**config.mk**
```make
export PLATFORM = sky130hd
export DESIGN_NAME = hex_cell_face_ancestor_trace_flat
export DESIGN_NICKNAME = d
export VERILOG_FILES = /design/src/rtl/hcfat_pkg.sv /design/src/rtl/hcfat_if.sv /design/src/rtl/hex_cell_face_ancestor_trace.sv /design/src/flat_wrapper.sv
export SDC_FILE = /design/constraint.sdc
export NUM_CORES = 1
export LEC_CHECK = 0
export ABC_AREA = 1
export BUFFER_PORTS_ARGS = -buffer_cell sky130_fd_sc_hd__buf_2
export CORE_MARGIN = 2
export CORE_UTILIZATION = 55
export DETAILED_ROUTE_END_ITERATION = 10
export HOLD_SLACK_MARGIN = 0.08
export PLACE_DENSITY = 0.82
export SETUP_SLACK_MARGIN = 0.1
export SLEW_MARGIN = 20
export SYNTH_ARGS = -nofsm -noshare
export SYNTH_HDL_FRONTEND = slang
export SYNTH_SLANG_ARGS = --single-unit
```
**constraint.sdc**
```tcl
create_clock -name clk -period 21.8 [get_ports clk]
set_input_delay 4.36 -clock clk [delete_from_list [all_inputs] [get_ports clk]]
set_output_delay 4.36 -clock clk [all_outputs]
set_load 0.01 [all_outputs]
```
**src/rtl/hcfat_pkg.sv**
```systemverilog
// Package: shared types, constants and face-mapping tables for the ancestor trace
`default_nettype none
package hcfat_pkg;

    localparam int unsigned CELL_W  = 64;
    localparam int unsigned FACE_W  = 6;
    localparam int unsigned RES_W   = 4;
    localparam int unsigned DIGIT_W = 3;
    localparam int unsigned RES_LSB = 52;
    localparam logic [RES_W-1:0] MAX_RES = 4'd15;
    localparam logic [DIGIT_W-1:0] DIGIT_MASK = 3'h7;

    typedef enum logic [1:0] {
        ST_OK       = 2'd0,
        ST_TOO_HIGH = 2'd1,
        ST_EMPTY    = 2'd2
    } status_t;

    typedef enum logic [0:0] {
        S_IDLE = 1'b0,
        S_WALK = 1'b1
    } state_t;

    // entry = {from face, to face}, octal digits; from face 0 marks no entry
    typedef logic [5:0] map_entry_t;

    localparam map_entry_t HEX_TAB [2][8][3] = '{
        '{
            '{6'o00, 6'o00, 6'o00},
            '{6'o23, 6'o31, 6'o11},
            '{6'o46, 6'o22, 6'o62},
            '{6'o62, 6'o23, 6'o33},
            '{6'o15, 6'o44, 6'o54},
            '{6'o15, 6'o31, 6'o55},
            '{6'o46, 6'o54, 6'o66},
            '{6'o00, 6'o00, 6'o00}
        },
        '{
            '{6'o00, 6'o00, 6'o00},
            '{6'o33, 6'o13, 6'o51},
            '{6'o26, 6'o66, 6'o32},
            '{6'o22, 6'o13, 6'o32},
            '{6'o45, 6'o55, 6'o64},
            '{6'o11, 6'o45, 6'o51},
            '{6'o44, 6'o26, 6'o64},
            '{6'o00, 6'o00, 6'o00}
        }
    };

    localparam map_entry_t PENT_TAB [2][8][3] = '{
        '{
            '{6'o00, 6'o00, 6'o00},
            '{6'o45, 6'o21, 6'o61},
            '{6'o61, 6'o32, 6'o22},
            '{6'o52, 6'o42, 6'o64},
            '{6'o32, 6'o54, 6'o12},
            '{6'o53, 6'o65, 6'o45},
            '{6'o00, 6'o00, 6'o00},
            '{6'o00, 6'o00, 6'o00}
        },
        '{
            '{6'o00, 6'o00, 6'o00},
            '{6'o25, 6'o65, 6'o31},
            '{6'o31, 6'o21, 6'o12},
            '{6'o14, 6'o43, 6'o53},
            '{6'o12, 6'o52, 6'o44},
            '{6'o25, 6'o43, 6'o63},
            '{6'o00, 6'o00, 6'o00},
            '{6'o00, 6'o00, 6'o00}
        }
    };

    // map a child face set onto the parent's faces
    function automatic logic [FACE_W-1:0] map_faces(
        input logic               pent,
        input logic               parity,
        input logic [DIGIT_W-1:0] digit,
        input logic [FACE_W-1:0]  faces
    );
        logic [FACE_W-1:0] acc;
        map_entry_t        e;
        logic [2:0]        fr;
        logic [2:0]        to;
        acc = '0;
        for (int i = 0; i < 3; i++) begin
            e  = pent ? PENT_TAB[parity][digit][i] : HEX_TAB[parity][digit][i];
            fr = e[5:3];
            to = e[2:0];
            if (fr >= 3'd1 && fr <= 3'd6 && to >= 3'd1 && to <= 3'd6) begin
                if (faces[3'(fr - 3'd1)])
                    acc[3'(to - 3'd1)] = 1'b1;
            end
        end
        return acc;
    endfunction

endpackage
`default_nettype wire

```
**src/rtl/hcfat_if.sv**
```systemverilog
// Interfaces: request and response channels of the ancestor trace
`default_nettype none
interface hcfat_req_if;
    logic        valid;
    logic        ready;
    logic [63:0] cell_index;
    logic        base_is_pentagon;
    logic [5:0]  face_mask;
    logic [3:0]  goal_res;

    modport source (output valid, cell_index, base_is_pentagon, face_mask, goal_res,
                    input ready);
    modport sink   (input valid, cell_index, base_is_pentagon, face_mask, goal_res,
                    output ready);
endinterface

interface hcfat_rsp_if;
    logic        valid;
    logic        ready;
    logic [1:0]  status;
    logic [5:0]  ancestor_faces;
    logic [63:0] coarsest_cell;
    logic [3:0]  coarsest_res;

    modport source (output valid, status, ancestor_faces, coarsest_cell, coarsest_res,
                    input ready);
    modport sink   (input valid, status, ancestor_faces, coarsest_cell, coarsest_res,
                    output ready);
endinterface
`default_nettype wire

```
**src/rtl/hex_cell_face_ancestor_trace.sv**
```systemverilog
// Top level: walks a cell index up one resolution per cycle, mapping its face set
//
//  channel | dir | payload
//  req     | in  | cell_index, base_is_pentagon, face_mask, goal_res
//  rsp     | out | status, ancestor_faces, coarsest_cell, coarsest_res
//
// Each beat is accepted, climbs resolution levels one at a time through the shared
// face-mapping step, and then posts the result.
// Walk length follows cell resolution, face-set die-out and pentagon zero digits.
// rsp is a register; req is taken again once the walk ends, even while rsp stalls.
// A finished walk holds if rsp is still full. Reset clears control state only.
`default_nettype none
module hex_cell_face_ancestor_trace (
    input  wire logic  clk,
    input  wire logic  rst_n,
    hcfat_req_if.sink  req,
    hcfat_rsp_if.source rsp
);
    import hcfat_pkg::*;

    state_t state_reg, state_next;

    logic [CELL_W-1:0] cell_reg, cell_next;
    logic [RES_W-1:0]  res_reg, res_next;
    logic [RES_W-1:0]  hres_reg, hres_next;
    logic [RES_W-1:0]  tgt_reg, tgt_next;
    logic              pent_reg, pent_next;
    logic              high_reg, high_next;
    logic              reached_reg, reached_next;
    logic [15:0]       pz_reg, pz_next;
    logic [FACE_W-1:0] faces_reg, faces_next;
    logic [FACE_W-1:0] anc_reg, anc_next;

    logic              out_valid_reg, out_valid_next;
    status_t           out_status_reg, out_status_next;
    logic [FACE_W-1:0] out_anc_reg, out_anc_next;
    logic [CELL_W-1:0] out_cell_reg, out_cell_next;
    logic [RES_W-1:0]  out_res_reg, out_res_next;

    logic [RES_W-1:0]   res_m1;
    logic [5:0]         digit_lsb;
    logic [DIGIT_W-1:0] digit;
    logic               ppent;
    logic [FACE_W-1:0]  nf;
    logic               stop;
    logic               out_free;
    logic [14:0]        dz;
    logic [CELL_W-1:0]  stepped_cell;

    assign res_m1    = res_reg - 4'd1;
    assign digit_lsb = 6'({2'b00, MAX_RES - res_reg} * 6'd3);
    assign digit     = cell_reg[digit_lsb +: DIGIT_W];
    assign ppent     = pent_reg && pz_reg[res_m1];
    assign nf        = map_faces(ppent, res_reg[0], digit, faces_reg);
    assign stop      = (res_reg == '0) || (pent_reg && pz_reg[res_reg]) || (nf == '0);
    assign out_free  = !out_valid_reg || rsp.ready;

    always_comb
    begin
        stepped_cell = cell_reg | (CELL_W'(DIGIT_MASK) << digit_lsb);
        stepped_cell[RES_LSB +: RES_W] = res_m1;
    end

    // digit k (1..15) zero flags, then prefix-zero per resolution
    always_comb
    begin
        for (int k = 1; k <= 15; k++)
            dz[k-1] = (req.cell_index[3*(15-k) +: 3] == 3'd0);
        for (int r = 0; r <= 15; r++)
        begin
            pz_next[r] = 1'b1;
            for (int k = 1; k <= 15; k++)
                if (k <= r)
                    pz_next[r] = pz_next[r] & dz[k-1];
        end
    end

    assign req.ready          = (state_reg == S_IDLE);
    assign rsp.valid          = out_valid_reg;
    assign rsp.status         = out_status_reg;
    assign rsp.ancestor_faces = out_anc_reg;
    assign rsp.coarsest_cell  = out_cell_reg;
    assign rsp.coarsest_res   = out_res_reg;

    always_comb
    begin
        state_next      = state_reg;
        cell_next       = cell_reg;
        res_next        = res_reg;
        hres_next       = hres_reg;
        tgt_next        = tgt_reg;
        pent_next       = pent_reg;
        high_next       = high_reg;
        reached_next    = reached_reg;
        faces_next      = faces_reg;
        anc_next        = anc_reg;
        out_valid_next  = out_valid_reg && !rsp.ready;
        out_status_next = out_status_reg;
        out_anc_next    = out_anc_reg;
        out_cell_next   = out_cell_reg;
        out_res_next    = out_res_reg;

        unique case (state_reg)
            S_IDLE:
            begin
                if (req.valid)
                begin
                    cell_next    = req.cell_index;
                    hres_next    = req.cell_index[RES_LSB +: RES_W];
                    res_next     = req.cell_index[RES_LSB +: RES_W];
                    tgt_next     = req.goal_res;
                    pent_next    = req.base_is_pentagon;
                    high_next    = (req.goal_res >= req.cell_index[RES_LSB +: RES_W]);
                    reached_next = 1'b0;
                    faces_next   = req.face_mask;
                    anc_next     = '0;
                    state_next   = S_WALK;
                end
            end
            S_WALK:
            begin
                if (stop)
                begin
                    if (out_free)
                    begin
                        out_valid_next  = 1'b1;
                        out_status_next = high_reg ? ST_TOO_HIGH :
                                          (reached_reg ? ST_OK : ST_EMPTY);
                        out_anc_next    = reached_reg ? anc_reg : '0;
                        out_cell_next   = cell_reg;
                        out_res_next    = res_reg;
                        state_next      = S_IDLE;
                    end
                end
                else
                begin
                    faces_next = nf;
                    res_next   = res_m1;
                    cell_next  = stepped_cell;
                    if (res_m1 == tgt_reg)
                    begin
                        reached_next = 1'b1;
                        anc_next     = nf;
                    end
                end
            end
            default: state_next = S_IDLE;
        endcase
    end

    always_ff @(posedge clk or negedge rst_n)
    begin
        if (!rst_n)
        begin
            state_reg     <= S_IDLE;
            out_valid_reg <= 1'b0;
        end
        else
        begin
            state_reg     <= state_next;
            out_valid_reg <= out_valid_next;
        end
    end

    always_ff @(posedge clk)
    begin
        cell_reg       <= cell_next;
        res_reg        <= res_next;
        hres_reg       <= hres_next;
        tgt_reg        <= tgt_next;
        pent_reg       <= pent_next;
        high_reg       <= high_next;
        reached_reg    <= reached_next;
        faces_reg      <= faces_next;
        anc_reg        <= anc_next;
        out_status_reg <= out_status_next;
        out_anc_reg    <= out_anc_next;
        out_cell_reg   <= out_cell_next;
        out_res_reg    <= out_res_next;
        if (state_reg == S_IDLE && req.valid)
            pz_reg <= pz_next;
    end

`ifndef SYNTHESIS
    a_res_bound: assert property (@(posedge clk) disable iff (!rst_n)
        state_reg == S_WALK |-> res_reg <= hres_reg)
        else $error("walk resolution above start resolution");

    a_step_faces: assert property (@(posedge clk) disable iff (!rst_n)
        state_reg == S_WALK && !stop |=> faces_reg != '0)
        else $error("walk stepped to an empty face set");

    a_ok_faces: assert property (@(posedge clk) disable iff (!rst_n)
        rsp.valid && rsp.status == ST_OK |-> rsp.ancestor_faces != '0)
        else $error("ok status with empty ancestor faces");

    a_fail_faces: assert property (@(posedge clk) disable iff (!rst_n)
        rsp.valid && rsp.status != ST_OK |-> rsp.ancestor_faces == '0)
        else $error("failed status with ancestor faces set");

    a_res_field: assert property (@(posedge clk) disable iff (!rst_n)
        rsp.valid |-> rsp.coarsest_cell[RES_LSB +: RES_W] == rsp.coarsest_res)
        else $error("coarsest cell resolution field mismatch");
`endif

endmodule
`default_nettype wire
```
**src/flat_wrapper.sv**
```systemverilog
// flat-port wrapper written by rule: the top's interface ports become plain ports
module hex_cell_face_ancestor_trace_flat import hcfat_pkg::*;
  (clk, rst_n, req_valid, req_cell_index, req_base_is_pentagon, req_face_mask, req_goal_res, req_ready, rsp_valid, rsp_status, rsp_ancestor_faces, rsp_coarsest_cell, rsp_coarsest_res, rsp_ready);
  hcfat_req_if req_i ();
  hcfat_rsp_if rsp_i ();
  input  wire logic clk;
  input  wire logic rst_n;
  input wire logic [$bits(req_i.valid)-1:0] req_valid;
  input wire logic [$bits(req_i.cell_index)-1:0] req_cell_index;
  input wire logic [$bits(req_i.base_is_pentagon)-1:0] req_base_is_pentagon;
  input wire logic [$bits(req_i.face_mask)-1:0] req_face_mask;
  input wire logic [$bits(req_i.goal_res)-1:0] req_goal_res;
  output wire logic [$bits(req_i.ready)-1:0] req_ready;
  output wire logic [$bits(rsp_i.valid)-1:0] rsp_valid;
  output wire logic [$bits(rsp_i.status)-1:0] rsp_status;
  output wire logic [$bits(rsp_i.ancestor_faces)-1:0] rsp_ancestor_faces;
  output wire logic [$bits(rsp_i.coarsest_cell)-1:0] rsp_coarsest_cell;
  output wire logic [$bits(rsp_i.coarsest_res)-1:0] rsp_coarsest_res;
  input wire logic [$bits(rsp_i.ready)-1:0] rsp_ready;
  assign req_i.valid = req_valid;
  assign req_i.cell_index = req_cell_index;
  assign req_i.base_is_pentagon = req_base_is_pentagon;
  assign req_i.face_mask = req_face_mask;
  assign req_i.goal_res = req_goal_res;
  assign req_ready = req_i.ready;
  assign rsp_valid = rsp_i.valid;
  assign rsp_status = rsp_i.status;
  assign rsp_ancestor_faces = rsp_i.ancestor_faces;
  assign rsp_coarsest_cell = rsp_i.coarsest_cell;
  assign rsp_coarsest_res = rsp_i.coarsest_res;
  assign rsp_i.ready = rsp_ready;
  hex_cell_face_ancestor_trace u_core (.clk(clk), .rst_n(rst_n), .req(req_i), .rsp(rsp_i));
endmodule
```
* Word-level counts from Yosys, hierarchy flattened
Index checks and enable logic that the tools add are counted. Widths: inputs -> output; s select.
Word-level totals: word-level logic and storage cells 180, output and inout bits 78, register bits after elaboration 180
Cells by class: equal/unequal tests 4, $lt $le $gt $ge 26, muxes and demuxes 62, $mul 1, bitwise logic cells 20, shift-type cells 2, add/sub/neg operators 8, reduce and logical (&&, ||, !) cells 42
Operator list (count):
- $mux 144 | 4
- $mux 64 | 2
- $pmux 64 s2 | 1
- $mux 126 | 1
- $mux 124 | 1
- $bmux 18 s3 | 2
- $mux 6 | 14
- $mux 18 | 4
- $or 64x64->64 | 1
- $shiftx 64x7->3 | 1
- $shl 3x6->64 const A | 1
- $logic_not 3->1 | 15
- $ge 3x1->1 const B | 9
- $lt 3x4->1 const B | 6
- $pmux 6 s2 | 2
- $le 3x3->1 const B | 6
- $sub 3x1->3 const B | 6
- $mux 1 | 17
- $logic_and 1x1->1 | 16
- $and 1x1->1 | 14
- $or 6x6->6 | 2
- $lt 4x5->1 const B | 2
- $bmux 1 s3 | 3
- $demux 1 s3 | 3
- 22 further kinds | 32

* Longest topological paths before layout
Gate-level depths: netlist of run 1.
depth in word-level cells 25, gate-level depth with buffers 33, mapped depth without buffers 29

* Worst setup path after synthesis of run 1
OpenSTA, ideal clock, no wires.
kind input -> register, from input port rsp_ready, to register u_core.out_anc_reg[0], in the netlist u_core.rsp.ancestor_faces[0] (enable), setup slack 13.891 ns, stages on the path 2, data required time 21.298 ns, arrival time 7.406 ns, library setup time 0.502 ns, path buffers 0, path through nor2_1 > nor2_1
On the way: longest elaborated chain between the ends 2
Ends and longest elaborated chain:
- start, declared | line flat_wrapper.sv:19 | input wire logic [$bits(rsp_i.ready)-1:0] rsp_ready;
- $logic_or 1x1->1 | line hex_cell_face_ancestor_trace.sv:56 | assign out_free = !out_valid_reg || rsp.ready;
- $reduce_and 3->1 (no line)
- end signal, assigned | line hex_cell_face_ancestor_trace.sv:177 | out_anc_reg <= out_anc_next;
- end, declared | line hex_cell_face_ancestor_trace.sv:36 | logic [FACE_W-1:0] out_anc_reg, out_anc_next;
Every way passes these cells. A chain may end at the register's enable or synchronous reset.

* Final worst setup path of run 1
from input port req_cell_index[44], to register u_core.pz_reg[15] (data pin)
On the way: longest elaborated chain between the ends 15
Ends and longest elaborated chain:
- start, declared | line flat_wrapper.sv:9 | input wire logic [$bits(req_i.cell_index)-1:0] req_cell_index;
- $logic_not 3->1 | line hex_cell_face_ancestor_trace.sv:68 | dz[k-1] = (req.cell_index[3*(15-k) +: 3] == 3'd0);
- via u_core.dz[0] | line hex_cell_face_ancestor_trace.sv:47 | logic [14:0] dz;
- $and 1x1->1
- via u_core.pz_next[2] | line hex_cell_face_ancestor_trace.sv:30 | logic [15:0] pz_reg, pz_next;
- $and 1x1->1 | line hex_cell_face_ancestor_trace.sv:74 | pz_next[r] = pz_next[r] & dz[k-1];
- via u_core.pz_next[3] | line hex_cell_face_ancestor_trace.sv:30
- $and 1x1->1 | line hex_cell_face_ancestor_trace.sv:74
- via u_core.pz_next[4] | line hex_cell_face_ancestor_trace.sv:30
- [2 not listed]
- via u_core.pz_next[6] | line hex_cell_face_ancestor_trace.sv:30
- [1 not listed]
- via u_core.pz_next[7] | line hex_cell_face_ancestor_trace.sv:30
- $and 1x1->1 (2 in a row) | line hex_cell_face_ancestor_trace.sv:74
- via u_core.pz_next[9] | line hex_cell_face_ancestor_trace.sv:30
- $and 1x1->1 | line hex_cell_face_ancestor_trace.sv:74
- via u_core.pz_next[10] | line hex_cell_face_ancestor_trace.sv:30
- $and 1x1->1 (2 in a row) | line hex_cell_face_ancestor_trace.sv:74
- via u_core.pz_next[12] | line hex_cell_face_ancestor_trace.sv:30
- $and 1x1->1 (3 in a row) | line hex_cell_face_ancestor_trace.sv:74
- via u_core.pz_next[15] | line hex_cell_face_ancestor_trace.sv:30
- end signal, assigned | line hex_cell_face_ancestor_trace.sv:181 | pz_reg <= pz_next;
- end, declared | line hex_cell_face_ancestor_trace.sv:30
The timed path passes the listed nets, and every way through them passes these cells.

==> flow_summary.json, run 1 <==
{
  "ctsHoldBuffers": 0,
  "antenna_found_initial": 0,
  "dr.pass1.iters": 6,
  "slew_viol_final": 0,
  "cts-resized-gates": 0,
  "min_period_ns": 6.45,
  "dpl_cell_area_sq_um": 10700,
  "avgSynthCellArea_sq_um": 9.12,
  "rows": 48,
  "synth-main-ff-cell": "edfxtp_1",
  "dieArea_sq_um": 19000,
  "r2r-end": "u_core.rsp.coarsest_cell[41]",
  "viasPerCell": 5.63,
  "final_layout_size_suffix_gt1_share_pct": 22.4,
  "synth_seq_cells": 172,
  "ios": 157,
  "critPathKind": "primary input to flip-flop",
  "drcViolationCount": 0,
  "ctsLongestPathBuffers": 2,
  "grt_max_degree": 104,
  "dp.cells": 1420,
  "final_antenna_net_count": 0,
  "hold_path_end": "u_core.rsp.coarsest_cell[49]",
  "synth_cell_types": 46,
  "wl_per_cell_um": 16.9,
  "cts_setup_buffers": 0,
  "ys_seq_area_share_pct": 52.3,
  "syn_nets": 1200,
  "synth-edff-count": 170,
  "max_cap_viol_count": 0,
  "r2r.worst_path.cells": 24,
  "die_y_um": 138,
  "yosysWarnings": 0,
  "cts.sinks": 172,
  "syn_inst": 1081,
  "setup-violations-final": 0,
  "worstHoldStart": "u_core.cell_reg[49]",
  "core_sq_um": 17400,
  "tightestPinTransition_ns": 1.00,
  "grt_use_total_pct": 26.5,
  "final_area_sq_um": 11300,
  "drt_iter0_markers": 909,
  "vias": 8180,
  "hold_path.class": "flip-flop to flip-flop",
  "grt_pass1_wl_mm": 38.7,
  "rsz0062_at_grt": "false",
  "finalHoldViolCount": 0,
  "grt-ovfl-total": 0,
  "cp.required_ns": 22.07,
  "cts_tree": "done",
  "critical_path_peak_fanout": 3,
  "clk_pin_slew_ns": 0.07,
  "area_delta_synth_final_pct": 14.9,
  "max_freq_mhz": 155,
  "globalplace.congestion": 0.935,
  "r2r_setup_slack_ns": 15.64,
  "routed_wl_mm": 24.6,
  "fin_cells": 1453,
  "cts_htree_levels": 4,
  "min_period_over_period_pct": 29.6,
  "relSlewSlack_pct": 33.3,
  "numCtsBuffers": 17,
  "antennaDiodeCount": 0,
  "async_reset_ff_share_pct": 1.16,
  "clk_latency_ns": 0.43,
  "worst_setup_path_start_kind": "primary input",
  "nets": 1334,
  "portBuffers": 156,
  "hold_path_depth": 0,
  "cp-end-kind": "flip-flop",
  "die_x_um": 138,
  "synth_area_sq_um": 9860,
  "start_util_pct": 56.6,
  "worstPathArrival_ns": 6.72,
  "cts-root-buf": "clkbuf_16",
  "dp_hpwl_mm": 16.7,
  "status": "finished, final reports clean",
  "reg2reg_from": "u_core.res_reg[2]",
  "grt_pass1_vias": 7661,
  "tns_ns": 0,
  "fin_skew_ns": 0.0115
}
## worst max-delay path: stages
cell,delay (ns)
buf_2,0.11
nor3_2,0.23
and2_1,0.18
nand2_1,0.06
inv_2,0.05
nand2_1,0.04
inv_1,0.06
nand2_1,0.08
nor4_2,0.19
and2_1,0.23
nand2_1,0.11
nor4_2,0.23
and2_1,0.20
nand2_1,0.11
nor4_4,0.17
nand2_1,0.14
nor3_2,0.14
## layout make-up
| type | count | area [sq um] |
|---|---|---|
| inverter | 140 | 531 |
| multi-input combinational | 722 | 3880 |
| tap | 225 | 282 |
| fill | 1406 | 6090 |
| sequential | 172 | 5160 |
| clock buffer | 17 | 425 |
| timing repair buffer | 162 | 838 |
| clock inverter | 15 | 214 |
## worst max-delay path by stage
stage | startpoint | endpoint | slack [ns] | depth (start not counted)
3_3_place_gp | req_valid | u_core.cell_reg[31] | 15.17 | 6
5_1_grt | u_core.res_reg[2] | u_core.rsp.coarsest_cell[41] | 15.08 | 24
2_1_floorplan | rsp_ready | u_core.rsp.ancestor_faces[0] | 13.89 | 2
4_1_cts | req_cell_index[44] | u_core.pz_reg[15] | 15.41 | 17
6_report | req_cell_index[44] | u_core.pz_reg[15] | 15.35 | 17
3_5_place_dp | req_cell_index[44] | u_core.pz_reg[15] | 15.03 | 17
## per-stage QoR
| step | hold WS [ns] | util (%) | setup WS (ns) |
|---|---|---|---|
| floorplan | 0.400 | - | 13.89 |
| global placement | 0.400 | 61.3 | 15.17 |
| detailed placement | 0.408 | 61.3 | 15.03 |
| CTS | 0.424 | 64.9 | 15.41 |
| global route | 0.424 | 65.1 | 15.08 |
| finish | 0.423 | 65.1 | 15.35 |
## cell usage after synthesis, types with 9 or more instances
| library cell | number | area (sq um) |
|---|---|---|
| nand2_1 | 245 | 920 |
| edfxtp_1 | 170 | 5100 |
| nand3_1 | 135 | 676 |
| inv_1 | 130 | 488 |
| nor2_1 | 123 | 462 |
| a31oi_1 | 48 | 300 |
| ha_1 | 40 | 500 |
| nand3_2 | 24 | 240 |
| nand2_2 | 21 | 131 |
| clkbuf_1 | 17 | 63.8 |
| o21ai_0 | 17 | 85.1 |
| buf_6 | 10 | 113 |
| nor3_1 | 9 | 45.0 |
## metal layers
layer / vias to the layer above / part of all wire (%) / global-route usage (%)
met4: 0 / 2.4 / 9.52
met3: 52 / 8.9 / 5.15
met1: 3811 / 42 / 35.0
met2: 424 / 47 / 43.7
li1: 3893 / - / -
met5: - / 0 / 0
## kinds of logic after synthesis
group / count (synthesis) / share of synthesized area (%)
buffers and inverters: 187 / 8.55
adders and majority gates: 40 / 5.07
and+or+nand+nor: 590 / 28.3
AOI/OAI and AO/OA: 88 / 5.39
xor gates and xnor gates: 4 / 0.431
DFF: 172 / 52.3
## placed cells by master (no fill, tap or decap), drive strengths merged
cell type  synthesis  routed
a211oi             1       1
bufinv             0       4
nand2            269     269
nor3              11      11
nor2             130     130
buf               30     162
and2               3       3
nor2b              1       1
nor4               3       3
nand4              3       3
nand3            162     162
xor2               1       1
or3                2       2
clkinvlp           0       1
o221ai             3       3
dfrtp              2       2
or2                2       2
o21ai             24      24
inv              139     142
a21boi             1       1
clkbuf            17      17
ha                40      40
xnor2              3       3
a21oi              8       8
edfxtp           170     170
o211ai             3       3
clkinv             1       8
nand3b             4       4
a31oi             48      48
Power of run 1 is left out: the tool's default activity adds up to more than one toggle a clock period on the data nets, which glitch-free logic cannot reach.
==> run 2: changes to the inputs <==
--- a/config.mk
+++ b/config.mk
@@ -8,10 +8,10 @@
 export ABC_AREA = 1
 export BUFFER_PORTS_ARGS = -buffer_cell sky130_fd_sc_hd__buf_2
 export CORE_MARGIN = 2
-export CORE_UTILIZATION = 55
+export CORE_UTILIZATION = 52
 export DETAILED_ROUTE_END_ITERATION = 10
 export HOLD_SLACK_MARGIN = 0.08
-export PLACE_DENSITY = 0.82
+export PLACE_DENSITY = 0.81
 export SETUP_SLACK_MARGIN = 0.1
 export SLEW_MARGIN = 20
 export SYNTH_ARGS = -nofsm -noshare
==> constraint.sdc (replaced) <==
create_clock -name clk -period 5.9 [get_ports clk]
set_input_delay 1.18 -clock clk [delete_from_list [all_inputs] [get_ports clk]]
set_output_delay 1.18 -clock clk [all_outputs]
set_load 0.01 [all_outputs]
==> run 2 against run 1 <==
Effect of this change: hold slack worse by 0.0028 ns; sequential share of layout area down 0.060 points; worst setup slack worse by 15 ns; first-iteration DRC count down 22%; flip-flop and latch count unchanged; clock skew down 0.0018 ns; cell area up 0.13%; global-route usage down 3.0 points; largest cell class unchanged; highest routed layer unchanged.
==> flow_summary.json, run 2 (synthesized netlist as in run 1, its figures left out) <==
{
  "status": "finished, final reports clean",
  "min_period_ns": 5.08,
  "grt_max_degree": 98,
  "viasPerCell": 5.52,
  "dp_hpwl_mm": 16.9,
  "worstHoldStart": "u_core.cell_reg[59]",
  "cts-resized-gates": 0,
  "tns_ns": 0,
  "grt.busiest_layer": "met2",
  "r2r_setup_slack_ns": 0.82,
  "max_stage_delay_ns": 0.66,
  "routed_wl_mm": 23.5,
  "hold_ws_ns": 0.420,
  "die_y_um": 142,
  "max_cap_viol_count": 0,
  "critical_path.most_common_cell": "nand3_1",
  "nets": 1336,
  "die_x_um": 142,
  "fillers": 1596,
  "final_common_cell": "nand2_1",
  "setup-violations-final": 0,
  "hold_path.class": "flip-flop to flip-flop",
  "critPathKind": "flip-flop to flip-flop",
  "ios": 157,
  "portBuffers": 156,
  "final_antenna_net_count": 0,
  "cp-end-kind": "flip-flop",
  "vias": 8070,
  "cts_tree": "done",
  "area_delta_synth_final_pct": 15.0,
  "grtUsageMet1_pct": 32.1,
  "r2r-end": "u_core.rsp.coarsest_cell[43]",
  "dr.pass1.iters": 6,
  "tightestPinTransition_ns": 0.915,
  "cts.sinks": 172,
  "drcViolationCount": 0,
  "min_period_over_period_pct": 86.1,
  "critical_path_peak_fanout": 72,
  "rows": 50,
  "met3_usage_pct": 3.98,
  "cts_setup_buffers": 0,
  "reg2reg_from": "u_core.res_reg[0]",
  "dieArea_sq_um": 20100,
  "drt_iter0_markers": 709,
  "register_area_sq_um": 5160,
  "numCtsBuffers": 17,
  "multi_input_area_sq_um": 3880,
  "ctsHoldBuffers": 0,
  "wl_per_cell_um": 16.1,
  "ctsLongestPathBuffers": 2,
  "clk_pin_slew_ns": 0.06,
  "path_cells": "inv_6 > ha_1 > inv_1 > nand3_1 > nand3_1 > nand3_1 > nand3_1 > o211ai_1 > ha_1 > xor2_1 > inv_1 > nand2_1 > nor2_1 > nand2_1 > nand3_2 > nor2_2 > nand3_2 > nand2_2 > nand2_1 > nor2_4 > buf_12",
  "antennaDiodeCount": 0,
  "grt_use_total_pct": 23.4,
  "dp.cells": 1432,
  "grt_pass1_wl_mm": 37.1,
  "worst_setup_path_start_kind": "flip-flop",
  "fin_cells": 1463,
  "antenna_found_initial": 0,
  "cts-root-buf": "clkbuf_16",
  "finalHoldViolCount": 0,
  "relSlewSlack_pct": 38.8,
  "fin_skew_ns": 0.00965,
  "clk_latency_ns": 0.44,
  "rsz0062_at_grt": "false",
  "cts_htree_levels": 4,
  "globalplace.congestion": 0.932,
  "r2r.worst_path.cells": 21,
  "grt_pass1_vias": 7484,
  "max_freq_mhz": 197,
  "start_util_pct": 52.9,
  "grt_util_met2_pct": 37.9,
  "slowest_stage": "o211ai_1",
  "slew_viol_final": 0,
  "cp.required_ns": 5.99,
  "mostFrequentLayoutCells": "nand2_1 (244), edfxtp_1 (170), buf_2 (156)",
  "core_sq_um": 18600,
  "grt-ovfl-total": 0,
  "hold_path_depth": 0,
  "final_layout_size_suffix_gt1_share_pct": 22.3,
  "worstPathArrival_ns": 5.17,
  "hold_path_end": "u_core.rsp.coarsest_cell[59]"
}
==> run 2: layer usage <==
| metal | part of all wire (%) | routed length (um) |
|---|---|---|
| met1 | 44 | 10300 |
| met5 | 0 | 0 |
| met3 | 7.8 | 1830 |
| met2 | 46 | 10900 |
| met4 | 2.4 | 575 |
==> run 2: per-stage QoR <==
stage	util, %	cell area, sq um	setup WS, ns
2_1_floorplan	-	9870	0.591
3_3_place_gp	57.6	10700	1.08
3_5_place_dp	57.6	10700	0.957
4_1_cts	60.9	11300	0.901
5_1_grt	60.9	11300	0.435
6_report	60.9	11300	0.822
==> run 2: worst max path at each step <==
| stage | from | end | slack [ns] | depth (start not counted) |
|---|---|---|---|---|
| final | u_core.res_reg[0] | u_core.rsp.coarsest_cell[43] | 0.82 | 21 |
| after global routing | u_core.res_reg[0] | u_core.rsp.coarsest_cell[63] | 0.44 | 22 |
| after CTS | u_core.res_reg[0] | u_core.rsp.coarsest_cell[17] | 0.90 | 21 |
| after detailed placement | u_core.res_reg[0] | u_core.rsp.coarsest_cell[38] | 0.96 | 21 |
| after global placement | u_core.res_reg[0] | u_core.rsp.coarsest_cell[21] | 1.08 | 24 |
| after floorplan | u_core.res_reg[0] | u_core.cell_reg[0] | 0.59 | 27 |
==> run 2: layout make-up <==
type	instances	share of cell area, %
clock buffer	18	3.78
inverter	140	4.68
sequential	172	45.5
clock inverter	13	1.64
multi-input combinational	722	34.2
tap	234	2.58
timing repair buffer	164	7.63
==> run 2: worst max-delay path, delay by kind of cell, from the launching register on <==
family	cells	cell delay, ns
adders and majority gates	2	0.61
xor gates and xnor gates	1	0.24
DFF	1	0.45
and+or+nand+nor	13	1.79
AOI/OAI and AO/OA	1	0.66
buffers and inverters	4	0.89
Power of run 2 is left out for the same reason.
